## config.mk

```make
export PLATFORM = sky130hd
export DESIGN_NAME = acd_front
export DESIGN_NICKNAME = d
export VERILOG_FILES = /design/src/rtl/acd_pkg.sv /design/src/rtl/acd_front.sv
export SDC_FILE = /design/constraint.sdc
export NUM_CORES = 1
export LEC_CHECK = 0
export BUFFER_PORTS_ARGS = -buffer_cell sky130_fd_sc_hd__buf_4
export CAP_MARGIN = 20
export CORE_AREA = 5 5 204 206
export DETAILED_ROUTE_END_ITERATION = 6
export DIE_AREA = 0 0 209 211
export GPL_TIMING_DRIVEN = 0
export PLACE_DENSITY = 0.59
export SLEW_MARGIN = 25
export SYNTH_ARGS = -nofsm -noshare
export SYNTH_HDL_FRONTEND = slang
export SYNTH_SLANG_ARGS = --single-unit
```

## constraint.sdc

```tcl
create_clock -name clk -period 9.04 [get_ports clk]
set_input_delay 0.452 -clock clk [delete_from_list [all_inputs] [get_ports clk]]
set_output_delay 0.452 -clock clk [all_outputs]
set_load 0.05 [all_outputs]
```

## src/rtl/acd_pkg.sv

```systemverilog
`timescale 1ns / 1ps
package acd_pkg;

    typedef enum logic [1:0] {
        KIND_LOAD = 2'd0,
        KIND_INST = 2'd1,
        KIND_GEN  = 2'd2,
        KIND_END  = 2'd3
    } kind_t;

    typedef struct packed {
        logic [1:0]  kind;
        logic [2:0]  word_index;
        logic [63:0] entropy_word;
        logic [63:0] pers_word;
        logic [4:0]  take_bytes;
    } in_item_t;

    typedef struct packed {
        logic [63:0] block_high;
        logic [63:0] block_low;
        logic [4:0]  bytes_valid;
        logic [31:0] reseed_count;
    } out_item_t;

    // Classified command handed from the front part to the back part.
    typedef struct packed {
        logic        gen;
        logic        inst;
        logic [4:0]  take;
    } cmd_t;

    localparam int SEED_WORDS = 6;
    localparam logic [31:0] COUNT_MAX = 32'hFFFF_FFFF;
    localparam logic [4:0] BLK_BYTES = 5'd16;

    localparam logic [7:0] SBOX [256] = '{
        8'h63,8'h7c,8'h77,8'h7b,8'hf2,8'h6b,8'h6f,8'hc5,8'h30,8'h01,8'h67,8'h2b,8'hfe,8'hd7,8'hab,8'h76,
        8'hca,8'h82,8'hc9,8'h7d,8'hfa,8'h59,8'h47,8'hf0,8'had,8'hd4,8'ha2,8'haf,8'h9c,8'ha4,8'h72,8'hc0,
        8'hb7,8'hfd,8'h93,8'h26,8'h36,8'h3f,8'hf7,8'hcc,8'h34,8'ha5,8'he5,8'hf1,8'h71,8'hd8,8'h31,8'h15,
        8'h04,8'hc7,8'h23,8'hc3,8'h18,8'h96,8'h05,8'h9a,8'h07,8'h12,8'h80,8'he2,8'heb,8'h27,8'hb2,8'h75,
        8'h09,8'h83,8'h2c,8'h1a,8'h1b,8'h6e,8'h5a,8'ha0,8'h52,8'h3b,8'hd6,8'hb3,8'h29,8'he3,8'h2f,8'h84,
        8'h53,8'hd1,8'h00,8'hed,8'h20,8'hfc,8'hb1,8'h5b,8'h6a,8'hcb,8'hbe,8'h39,8'h4a,8'h4c,8'h58,8'hcf,
        8'hd0,8'hef,8'haa,8'hfb,8'h43,8'h4d,8'h33,8'h85,8'h45,8'hf9,8'h02,8'h7f,8'h50,8'h3c,8'h9f,8'ha8,
        8'h51,8'ha3,8'h40,8'h8f,8'h92,8'h9d,8'h38,8'hf5,8'hbc,8'hb6,8'hda,8'h21,8'h10,8'hff,8'hf3,8'hd2,
        8'hcd,8'h0c,8'h13,8'hec,8'h5f,8'h97,8'h44,8'h17,8'hc4,8'ha7,8'h7e,8'h3d,8'h64,8'h5d,8'h19,8'h73,
        8'h60,8'h81,8'h4f,8'hdc,8'h22,8'h2a,8'h90,8'h88,8'h46,8'hee,8'hb8,8'h14,8'hde,8'h5e,8'h0b,8'hdb,
        8'he0,8'h32,8'h3a,8'h0a,8'h49,8'h06,8'h24,8'h5c,8'hc2,8'hd3,8'hac,8'h62,8'h91,8'h95,8'he4,8'h79,
        8'he7,8'hc8,8'h37,8'h6d,8'h8d,8'hd5,8'h4e,8'ha9,8'h6c,8'h56,8'hf4,8'hea,8'h65,8'h7a,8'hae,8'h08,
        8'hba,8'h78,8'h25,8'h2e,8'h1c,8'ha6,8'hb4,8'hc6,8'he8,8'hdd,8'h74,8'h1f,8'h4b,8'hbd,8'h8b,8'h8a,
        8'h70,8'h3e,8'hb5,8'h66,8'h48,8'h03,8'hf6,8'h0e,8'h61,8'h35,8'h57,8'hb9,8'h86,8'hc1,8'h1d,8'h9e,
        8'he1,8'hf8,8'h98,8'h11,8'h69,8'hd9,8'h8e,8'h94,8'h9b,8'h1e,8'h87,8'he9,8'hce,8'h55,8'h28,8'hdf,
        8'h8c,8'ha1,8'h89,8'h0d,8'hbf,8'he6,8'h42,8'h68,8'h41,8'h99,8'h2d,8'h0f,8'hb0,8'h54,8'hbb,8'h16
    };

    function automatic logic [7:0] xtime(input logic [7:0] b);
        xtime = {b[6:0], 1'b0} ^ (b[7] ? 8'h1b : 8'h00);
    endfunction

    function automatic logic [31:0] sub_word(input logic [31:0] w);
        sub_word = {SBOX[w[31:24]], SBOX[w[23:16]], SBOX[w[15:8]], SBOX[w[7:0]]};
    endfunction

    // SubBytes, ShiftRows and, unless last, MixColumns. Byte 0 is bits 127:120.
    function automatic logic [127:0] aes_round(input logic [127:0] s, input logic last);
        logic [7:0] sb [16];
        logic [7:0] t [16];
        logic [7:0] a0, a1, a2, a3, al;
        logic [127:0] r;
        for (int i = 0; i < 16; i++) begin
            sb[i] = s[127-8*i -: 8];
        end
        for (int c = 0; c < 4; c++) begin
            for (int row = 0; row < 4; row++) begin
                t[4*c+row] = SBOX[sb[4*((c+row)%4)+row]];
            end
        end
        if (!last) begin
            for (int c = 0; c < 4; c++) begin
                a0 = t[4*c]; a1 = t[4*c+1]; a2 = t[4*c+2]; a3 = t[4*c+3];
                al = a0 ^ a1 ^ a2 ^ a3;
                t[4*c]   = a0 ^ al ^ xtime(a0 ^ a1);
                t[4*c+1] = a1 ^ al ^ xtime(a1 ^ a2);
                t[4*c+2] = a2 ^ al ^ xtime(a2 ^ a3);
                t[4*c+3] = a3 ^ al ^ xtime(a3 ^ a0);
            end
        end
        for (int i = 0; i < 16; i++) begin
            r[127-8*i -: 8] = t[i];
        end
        aes_round = r;
    endfunction

endpackage

```

## src/rtl/acd_front.sv

```systemverilog
`timescale 1ns / 1ps
// Takes input beats, keeps the seed, and queues the commands that need AES work.
module acd_front
    import acd_pkg::*;
(
    input  logic         clk,
    input  logic         rst_n,
    input  logic         in_valid,
    output logic         in_ready,
    input  in_item_t     in_data,
    output logic         cmd_valid,
    input  logic         cmd_ready,
    output cmd_t         cmd,
    output logic [383:0] seed
);
    localparam int QD = 2;

    logic [63:0] seed_reg [SEED_WORDS];
    cmd_t        q_reg [QD];
    logic        rd_ptr_reg, rd_ptr_next;
    logic        wr_ptr_reg, wr_ptr_next;
    logic [1:0]  cnt_reg, cnt_next;
    logic        take_in, push, pop;
    cmd_t        new_cmd;
    logic [4:0]  take_sat;

    // The seed must not change under an instantiate that is still in the queue
    // or in the engine, so loads wait until both are idle.
    assign in_ready = (cnt_reg == 2'd0 && cmd_ready) ||
                      (cnt_reg < 2'(QD) && in_data.kind != KIND_LOAD);
    assign take_in  = in_valid && in_ready;
    assign push     = take_in && in_data.kind != KIND_LOAD;
    assign pop      = cmd_valid && cmd_ready;
    assign cmd_valid = cnt_reg != 2'd0;
    assign cmd       = q_reg[rd_ptr_reg];

    always_comb
    begin
        if (in_data.take_bytes == 5'd0)
            take_sat = 5'd1;
        else if (in_data.take_bytes > BLK_BYTES)
            take_sat = BLK_BYTES;
        else
            take_sat = in_data.take_bytes;
        new_cmd.gen  = in_data.kind == KIND_GEN;
        new_cmd.inst = in_data.kind == KIND_INST;
        new_cmd.take = take_sat;
        rd_ptr_next = rd_ptr_reg ^ pop;
        wr_ptr_next = wr_ptr_reg ^ push;
        cnt_next = cnt_reg + {1'b0, push} - {1'b0, pop};
    end

    always_ff @(posedge clk or negedge rst_n)
    begin
        if (!rst_n)
        begin
            rd_ptr_reg <= 1'b0;
            wr_ptr_reg <= 1'b0;
            cnt_reg    <= 2'd0;
        end
        else
        begin
            rd_ptr_reg <= rd_ptr_next;
            wr_ptr_reg <= wr_ptr_next;
            cnt_reg    <= cnt_next;
        end
    end

    always_ff @(posedge clk)
    begin
        if (push)
            q_reg[wr_ptr_reg] <= new_cmd;
        if (take_in && in_data.kind == KIND_LOAD && in_data.word_index < 3'(SEED_WORDS))
            seed_reg[in_data.word_index] <= in_data.entropy_word ^ in_data.pers_word;
    end

    assign seed = {seed_reg[0], seed_reg[1], seed_reg[2], seed_reg[3], seed_reg[4], seed_reg[5]};
endmodule

```

==> flow_summary.yaml, run 1 <==
grt:
  grt_pass1_vias: 7554
  grtUsageTotal: 0.151
  grt_overflow: 0
  grt_max_degree: 15
  antenna_found_initial: 0
  grt_pass1_wl_um: 49800
synthesis:
  synthDistinctLibCells: 27
  synth_nets: 657
  yosysWarnings: 0
  synth_edf_count: 398
  synth_most_common_cell: "edfxtp_1"
  ys_async_sr_fraction: 0.00995
  seq_area_frac_synth: 0.927
  synthesis.area_um2: 13000
  synth-seq-cells: 402
  synth_top_flop_cell: "edfxtp_1"
  yosys.area.top_type: "edfxtp_1"
  synth_commonest_cells: "398 x edfxtp_1, 65 x xor2_1, 7 x mux2_2"
  yosysTopAreaCellShare: 0.919
  avgSynthCellArea_um2: 25.5
  synthCells: 511
  synth_area_leaders: "edfxtp_1 92%, xor2_1 4.4%, dfrtp_1 0.77%"
route:
  drc: 0
  routed_wl_um: 35200
  routed_via_density: 4.25
  first_pass_iters: 4
  dr.first_iter.drc_count: 251
  avgRoutedWirePerCell_um: 20.7
  ant_nets: 0
  vias: 7219
sta:
  fin_worst_skew_ps: 7.82
  hold_violations: 0
  worstMarginPinSlew_ps: 779
  fmax_mhz: 295
  period_share: 0.375
  setup_viol: 0
  slew-limit-headroom: 0.476
  min_period_ps: 3390
  finalMaxSlewViolations: 0
  rsz0062_at_grt: "false"
place:
  post_dp_cell_area_um2: 18200
  dp_hpwl_um: 27400
  io_buffers: 534
  gp_congestion: 0.768
critical_path:
  arrival_ps: 3630
  critical_path_class: "flop to flop"
  r2r_cells: 9
  worst-path-max-fanout: 7
  crit_path_end_kind: "flop"
  required_ps: 9280
  startpoint_type: "flop"
cts:
  cts_buffers: 42
  htree_levels: 2
  cts_setup_buffers: 0
  clockBufferDepth: 3
  cts_sinks: 402
  cts_root_buf: "clkbuf_16"
  clk_latency_ps: 540
  cts_tree: "built"
  path_clk_slew_ps: 60
finish:
  area_delta_synth_final_pct: 49.3
  drive_gt1_frac: 0.563
  finalInstanceArea_um2: 19400
  largest_reg_flops: 384
  antenna_cells: 0
  final_nets: 1289
pwr:
  power_density_nw_per_um2: 205
  irDropWorstVdd_mv: 0.185
  power.leakage_nw: 7.57
  finalPower_mw: 3.98
status:
  status: "completed"
floorplan:
  die_w_um: 209
  rows: 73
  die-area_um2: 44100
  ioPinCount: 535
  die_h_um: 211
  floorplan.core_area_um2: 39500
  start_util: 0.330
worst_hold_path:
  min_path_type: "input port to flop"
  whs_path_depth: 2
flow_run:
  max_cap_violations: 0
## through the flow
step	setup TNS (ps)	setup slack, ps	hold slack [ps]	cells	utilization
after floorplan	0	1480	156	511	-
after global placement	-385230	-4670	256	1570	0.448
after detailed placement	0	5460	258	1623	0.460
after CTS	0	5580	196	1700	0.492
after global routing	0	5490	227	1700	0.492
final	0	5650	243	1700	0.492
## critical path, stage by stage, from the launching register on
cell,delay (ps)
dfrtp_1,450
nand4bb_4,340
nor4_2,710
buf_4,290
buf_2,200
buf_2,230
buf_2,210
buf_2,210
buf_2,220
buf_2,220
## logic make-up after synthesis
kind of cell | share of synthesized area
multiplexers | 0.00606
AND/OR/NAND/NOR | 0.0151
AO/OA/AOI/OAI | 0.00135
buffers and inverters | 0.00183
flip-flops | 0.927
XOR/XNOR | 0.0451
adder cells (fa/ha/maj) | 0.00385
## final cells by class
type | count | area [um^2]
repair buffers | 588 | 4470
multi-input cells | 103 | 962
clock buffers | 54 | 1130
fillers | 3315 | 20000
well taps | 525 | 657
plain buffers | 2 | 8.76
flip-flops and latches | 402 | 12100
clock inverters | 22 | 115
inverters | 4 | 15.0
## cell usage in the layout, fill, tap and decap left out, types with 5 or more instances in the layout
cell type / n
buf_4: 560
edfxtp_1: 398
xor2_1: 65
clkbuf_16: 43
buf_6: 12
buf_2: 11
clkbuf_1: 11
clkinv_1: 9
clkinv_2: 8
mux2_2: 7
buf_8: 5
## where the power goes
part / internal [mW] / leakage [nW] / switching, mW / total [mW]
clock: 0.882 / 0.608 / 0.665 / 1.55
combinational: 0.118 / 3.33 / 0.195 / 0.313
sequential: 2.11 / 3.63 / 0.0122 / 2.12
total: 3.11 / 7.57 / 0.873 / 3.98
## metal layers
metal	global-route usage	wire (um)	vias up
li1	-	-	3278
met1	0.168	12400	3559
met2	0.272	18900	318
met3	0.0492	2870	64
met4	0.0576	1040	0
met5	0	0	-
## path summary, 6_finish.rpt
| path | start | to | slack, ps |
|---|---|---|---|
| setup / recovery | cnt_reg[1]$_DFF_PN0_ | seed_reg[2][60]$_DFFE_PP_ | 5650 |
| hold / removal | in_data[4] | q_reg[1][3]$_DFFE_PP_ | 240 |
| setup reg to reg | cnt_reg[1]$_DFF_PN0_ | seed_reg[2][60]$_DFFE_PP_ | 5650 |
| hold reg to reg | cnt_reg[1]$_DFF_PN0_ | cnt_reg[1]$_DFF_PN0_ | 600 |
| max in group asynchronous | rst_n | cnt_reg[0]$_DFF_PN0_ | 8670 |
| min in group asynchronous | rst_n | cnt_reg[1]$_DFF_PN0_ | 270 |
## timing repair
action,4_1_cts,5_1_grt
hold endpoints to repair,4,0
hold buffers,1,0
gates resized for setup,0,0
No activity file was read; power rests on OpenSTA's default activity.
==> run 2: changes to the inputs <==
- ABC_AREA: unset -> 1
- CORE_AREA: 5 5 204 206 -> 5 5 203 205
- DIE_AREA: 0 0 209 211 -> 0 0 208 210
- PLACE_DENSITY: 0.59 -> 0.6
- clock period: 9.04 -> 3.24 ns (I/O delays scaled with it)
==> run 2 against run 1 <==
Worst setup slack got worse by 4600 ps. Register-to-register slack got worse by 4600 ps. Synthesized cell count rose by 6.3%. Global-route usage rose by 1.0 points.
==> flow_summary.yaml, run 2 <==
status:
  status: "completed"
finish:
  final_common_cell: "buf_4"
  antenna_cells: 0
  layout_common_cells: "535 x buf_4, 398 x edfxtp_1, 74 x dlygate4sd3_1, 66 x xor2_1, 43 x clkbuf_16"
  finalInstanceArea_um2: 20300
  largest_reg_flops: 384
  final-instance-count-excl-fill: 1769
  final_nets: 1359
  area_delta_synth_final_pct: 56.0
  drive_gt1_frac: 0.502
critical_path:
  arrival_ps: 2380
  cp_slowest_stage_delay_ps: 540
  crit_chain: "inv_1 > nand3_1 > nand2_2 > nand3_4 > nor2_4 > buf_16 > buf_16"
  worst-path-max-fanout: 18
  slowest_stage: "nor2_4"
  path_common_cell: "buf_16"
  required_ps: 3480
  crit_path_end_kind: "flop"
  startpoint_type: "flop"
  critical_path_class: "flop to flop"
route:
  routed_wl_um: 36900
  drc: 0
  ant_nets: 0
  avgRoutedWirePerCell_um: 20.9
  dr.first_iter.drc_count: 289
  vias: 7535
  routed_via_density: 4.26
  first_pass_iters: 4
cts:
  htree_levels: 2
  path_clk_slew_ps: 60
  cts_root_buf: "clkbuf_16"
  clk_latency_ps: 540
  cts_buffers: 42
  cts_resized: 0
  clockBufferDepth: 3
  cts_tree: "built"
  hold_buffers: 74
  cts_sinks: 402
  cts_setup_buffers: 0
floorplan:
  die_h_um: 210
  start_util: 0.331
  die-area_um2: 43700
  floorplan.core_area_um2: 39300
  rows: 73
  die_w_um: 208
  ioPinCount: 535
grt:
  grt_pass1_vias: 7922
  grt_max_degree: 21
  grt_overflow: 0
  grt_pass1_wl_um: 52900
  antenna_found_initial: 0
  grtUsageTotal: 0.161
place:
  io_buffers: 534
  post_dp_cell_area_um2: 18100
  placed_cells: 1620
  dp_hpwl_um: 26900
  gp_congestion: 0.829
sta:
  setup_viol: 0
  finalMaxSlewViolations: 0
  whs_ps: 36.3
  worstMarginPinSlew_ps: 849
  hold_violations: 0
  fmax_mhz: 466
  tns_ps: 0
  rsz0062_at_grt: "false"
  min_period_ps: 2140
  slew-limit-headroom: 0.432
  period_share: 0.662
  fin_worst_skew_ps: 12.4
flow_run:
  max_cap_violations: 0
synthesis:
  yosysWarnings: 0
  synth_nets: 689
  yosys.area.top_type: "edfxtp_1"
  avgSynthCellArea_um2: 23.9
  synth_area_leaders: "edfxtp_1 92%, xor2_1 4.4%, dfrtp_1 0.77%"
  synth_commonest_cells: "398 x edfxtp_1, 66 x xor2_1, 25 x nand2_1"
  synth_edf_count: 398
  synthesis.area_um2: 13000
  synthCells: 543
  synth_most_common_cell: "edfxtp_1"
  yosysTopAreaCellShare: 0.920
  synth_top_flop_cell: "edfxtp_1"
  synthDistinctLibCells: 18
  synth-seq-cells: 402
  ys_async_sr_fraction: 0.00995
  seq_area_frac_synth: 0.928
worst_hold_path:
  min_path_type: "input port to flop"
pwr:
  power.leakage_nw: 7.87
  irDropWorstVdd_mv: 0.684
  power_density_nw_per_um2: 589
  finalPower_mw: 11.9
[run 2: cell count changes in the layout (fill, tap and decap cells not counted), sizes merged, moves of 3 or more]
cell	change
dlygate4sd3	+73
inv	+11
nor2	+13
nand2	+26
nor3	-3
mux2	-7
nand3	+8
buf	-35
clkbuf	-7
nor2b	-4
bufinv	+7
[run 2: routing by layer]
metal  share of wire  vias to the layer above  GRT usage
li1                -                     3420          -
met1            0.36                     3700      0.181
met2            0.52                      356      0.288
met3           0.088                       59     0.0534
met4           0.028                        0     0.0593
met5               0                        -          0
[run 2: critical path, delay by kind of cell (launching register included)]
family | cells | cell delay, ps
AND/OR/NAND/NOR | 4 | 930
buffers and inverters | 3 | 500
flip-flops | 1 | 380
[run 2: final timing paths]
check,start,end,slack (ps),cells after the start
hold reg to reg,cnt_reg[0]$_DFF_PN0_,cnt_reg[0]$_DFF_PN0_,510,1
setup / recovery,cnt_reg[0]$_DFF_PN0_,seed_reg[0][55]$_DFFE_PP_,1100,7
max in group asynchronous,rst_n,cnt_reg[1]$_DFF_PN0_,2480,3
hold / removal,in_data[84],seed_reg[4][15]$_DFFE_PP_,40,2
min in group asynchronous,rst_n,rd_ptr_reg$_DFF_PN0_,580,3
setup reg to reg,cnt_reg[0]$_DFF_PN0_,seed_reg[0][55]$_DFFE_PP_,1100,7
[run 2: cells by family after synthesis]
| group | share of synthesized area |
|---|---|
| adder cells (fa/ha/maj) | 0.00385 |
| AO/OA/AOI/OAI | 0.000867 |
| flip-flops | 0.928 |
| AND/OR/NAND/NOR | 0.0167 |
| XOR/XNOR | 0.0452 |
| buffers and inverters | 0.00578 |
[run 2: area by class of cell]
class | instances | area, um^2
buffer | 2 | 11.3
clock buffer | 47 | 1090
clock inverter | 28 | 313
fill | 3218 | 19000
inverter | 17 | 63.8
multi-input combinational | 122 | 910
sequential | 402 | 12100
tap | 525 | 657
timing repair buffer | 626 | 5170
[run 2: report_power, final]
group,switching [mW],total (mW),internal [mW]
Sequential,0.0241,5.91,5.89
Combinational,0.739,1.15,0.406
Clock,1.90,4.88,2.98
Total,2.67,11.9,9.27
[run 2: stage by stage]
stage                     utilization  setup slack [ps]
after floorplan                     -              -862
after global placement          0.450             -3350
after detailed placement        0.461              1060
after CTS                       0.516              1060
after global routing            0.516               969
final                           0.516              1100
==> run 3: changes to the inputs <==
- ABC_AREA: 1 -> 0
- CORE_AREA: 5 5 203 205 -> 5 5 202 204
- DIE_AREA: 0 0 208 210 -> 0 0 207 209
- PLACE_DENSITY: 0.6 -> 0.63
- clock period: 3.24 -> 1.9 ns (I/O delays scaled with it)
==> run 3 against run 2 <==
The flow now finishes with violations (negative setup slack). Clock power increased by 61%. Total power increased by 67%. Core utilization increased by 4.1 points. Count of clock-buffer cells in the layout increased by 2. Sequential share of layout area decreased by 4.1 points. Clock skew increased by 3.1 ps. Die area decreased by 0.95%. Cell area increased by 7.4%. Cell count increased by 6.8%. Sequential power increased by 71%. Hold slack improved by 13 ps. Register-to-register slack got worse by 1200 ps. Highest routed layer unchanged.
==> flow_summary.yaml, run 3 (synthesis results as in run 1) <==
sta:
  hold_violations: 0
  finalMaxSlewViolations: 0
  worstMarginPinSlew_ps: 668
  rsz0062_at_grt: "true"
  fmax_mhz: 508
  fin_worst_skew_ps: 15.5
  layout_setup_ws_ps: -70.2
  slew-limit-headroom: 0.553
  period_share: 1.04
  setup_viol: 45
  min_period_ps: 1970
critical_path:
  crit_path_end_kind: "flop"
  critPathLaunch: "cnt_reg[0]$_DFF_PN0_"
  critical_path_class: "flop to flop"
  r2r_start: "cnt_reg[0]$_DFF_PN0_"
  arrival_ps: 2220
  startpoint_type: "flop"
  required_ps: 2150
  rrSetupSlack_ps: -70
  worst-path-max-fanout: 6
flow_run:
  max_cap_violations: 0
finish:
  largest_reg_flops: 384
  layout_common_cells: "585 x buf_4, 398 x edfxtp_1, 139 x dlygate4sd3_1, 65 x xor2_1, 50 x clkbuf_16"
  antenna_cells: 0
  ff_latch_area_um2: 12100
  final_common_cell: "buf_4"
  multi_input_area_um2: 977
  final_nets: 1478
  finalInstanceArea_um2: 21800
  area_delta_synth_final_pct: 67.3
  drive_gt1_frac: 0.525
  fillers: 2937
route:
  drc: 0
  routed_wl_um: 38800
  ant_nets: 0
  dr.first_iter.drc_count: 353
  avgRoutedWirePerCell_um: 20.5
  routed_via_density: 4.29
  first_pass_iters: 4
  vias: 8117
cts:
  path_clk_slew_ps: 60
  cts_tree: "built"
  cts_sinks: 402
  clk_latency_ps: 550
  clockBufferDepth: 3
  cts_root_buf: "clkbuf_16"
  cts_buffers: 42
  htree_levels: 2
floorplan:
  floorplan.core_area_um2: 39100
  ioPinCount: 535
  rows: 73
  start_util: 0.333
  die_h_um: 209
  die_w_um: 207
  die-area_um2: 43300
place:
  dp_slack_ps: -763
  dp_hpwl_um: 25800
  io_buffers: 534
  gp_congestion: 0.761
  post_dp_cell_area_um2: 18100
pwr:
  power_density_nw_per_um2: 914
  irDropWorstVdd_mv: 1.13
  power.leakage_nw: 8.58
status:
  status: "finished with violations"
  violations: "negative setup slack"
worst_hold_path:
  min_path_type: "input port to flop"
  worstHoldStart: "in_data[88]"
grt:
  antenna_found_initial: 0
  grt_overflow: 0
  grt_pass1_wl_um: 54500
  grt_pass1_vias: 8443
  grt_max_degree: 28
  grtUsageTotal: 0.166
==> run 3: changes by cell type in the layout (fill, tap and decap cells not counted), sizes merged, moves of 3 or more <==
cell,change
buf,+79
bufinv,-4
clkbuf,+9
dlygate4sd3,+65
inv,-10
mux2,+7
nand2,-26
nand3,-8
nor2,-13
nor2b,+4
nor3,+3
==> run 3: path summary, 6_finish.rpt <==
path                                             end  cells after the start
setup / recovery           seed_reg[1][40]$_DFFE_PP_                      7
hold reg to reg                 cnt_reg[1]$_DFF_PN0_                      2
max in group asynchronous       cnt_reg[1]$_DFF_PN0_                      3
min in group asynchronous       wr_ptr_reg$_DFF_PN0_                      3
setup reg to reg           seed_reg[1][40]$_DFFE_PP_                      7
hold / removal             seed_reg[4][19]$_DFFE_PP_                      2
==> run 3: stage by stage <==
stage / hold slack, ps / utilization / setup TNS [ps] / power (mW) / instances
3_3_place_gp: -102 / 0.453 / -1114110 / 11.7 / 1570
5_1_grt: 20.4 / 0.557 / -5770 / 20.7 / 1890
4_1_cts: 11.0 / 0.546 / -2670 / 20.1 / 1857
2_1_floorplan: -201 / - / -456330 / 11.1 / 511
3_5_place_dp: -101 / 0.464 / -100670 / 11.8 / 1610
6_report: 49.1 / 0.557 / -1610 / 19.9 / 1890
==> run 3: power by group <==
| part | switching (mW) | internal [mW] |
|---|---|---|
| clock | 3.29 | 4.57 |
| sequential | 0.0359 | 10.0 |
| combinational | 1.07 | 0.920 |
| total | 4.39 | 15.5 |
==> run 3: repair_timing <==
action                                 4_1_cts  5_1_grt
resized for setup                           57       13
setup buffers                               40       30
setup endpoints to repair                  316      254
endpoints found under the hold margin      398        0
gates cloned                                 1        7
hold buffers                               139        0
pin swaps                                    7        4
==> run 3: final cells by class <==
| cell class | instances | share of cell area |
|---|---|---|
| clock inverters | 28 | 0.0103 |
| plain buffers | 2 | 0.000402 |
| clock buffers | 49 | 0.0505 |
| multi-input cells | 103 | 0.0449 |
| repair buffers | 777 | 0.309 |
| inverters | 4 | 0.000690 |
| flip-flops and latches | 402 | 0.554 |
| well taps | 525 | 0.0302 |
==> run 3: critical path, stage by stage, from the launching register on <==
cell       delay (ps)
dfrtp_1           380
nand4bb_4         250
buf_6             150
buf_6             110
nor3_4            300
buf_8             190
buf_12            140
clkbuf_16         150
==> run 3: metal layers <==
layer,up-vias,share of wire,GRT usage
met5,-,0,0
met4,0,0.026,0.0524
met3,59,0.094,0.0691
met2,393,0.53,0.292
met1,4008,0.35,0.185
li1,3657,-,-
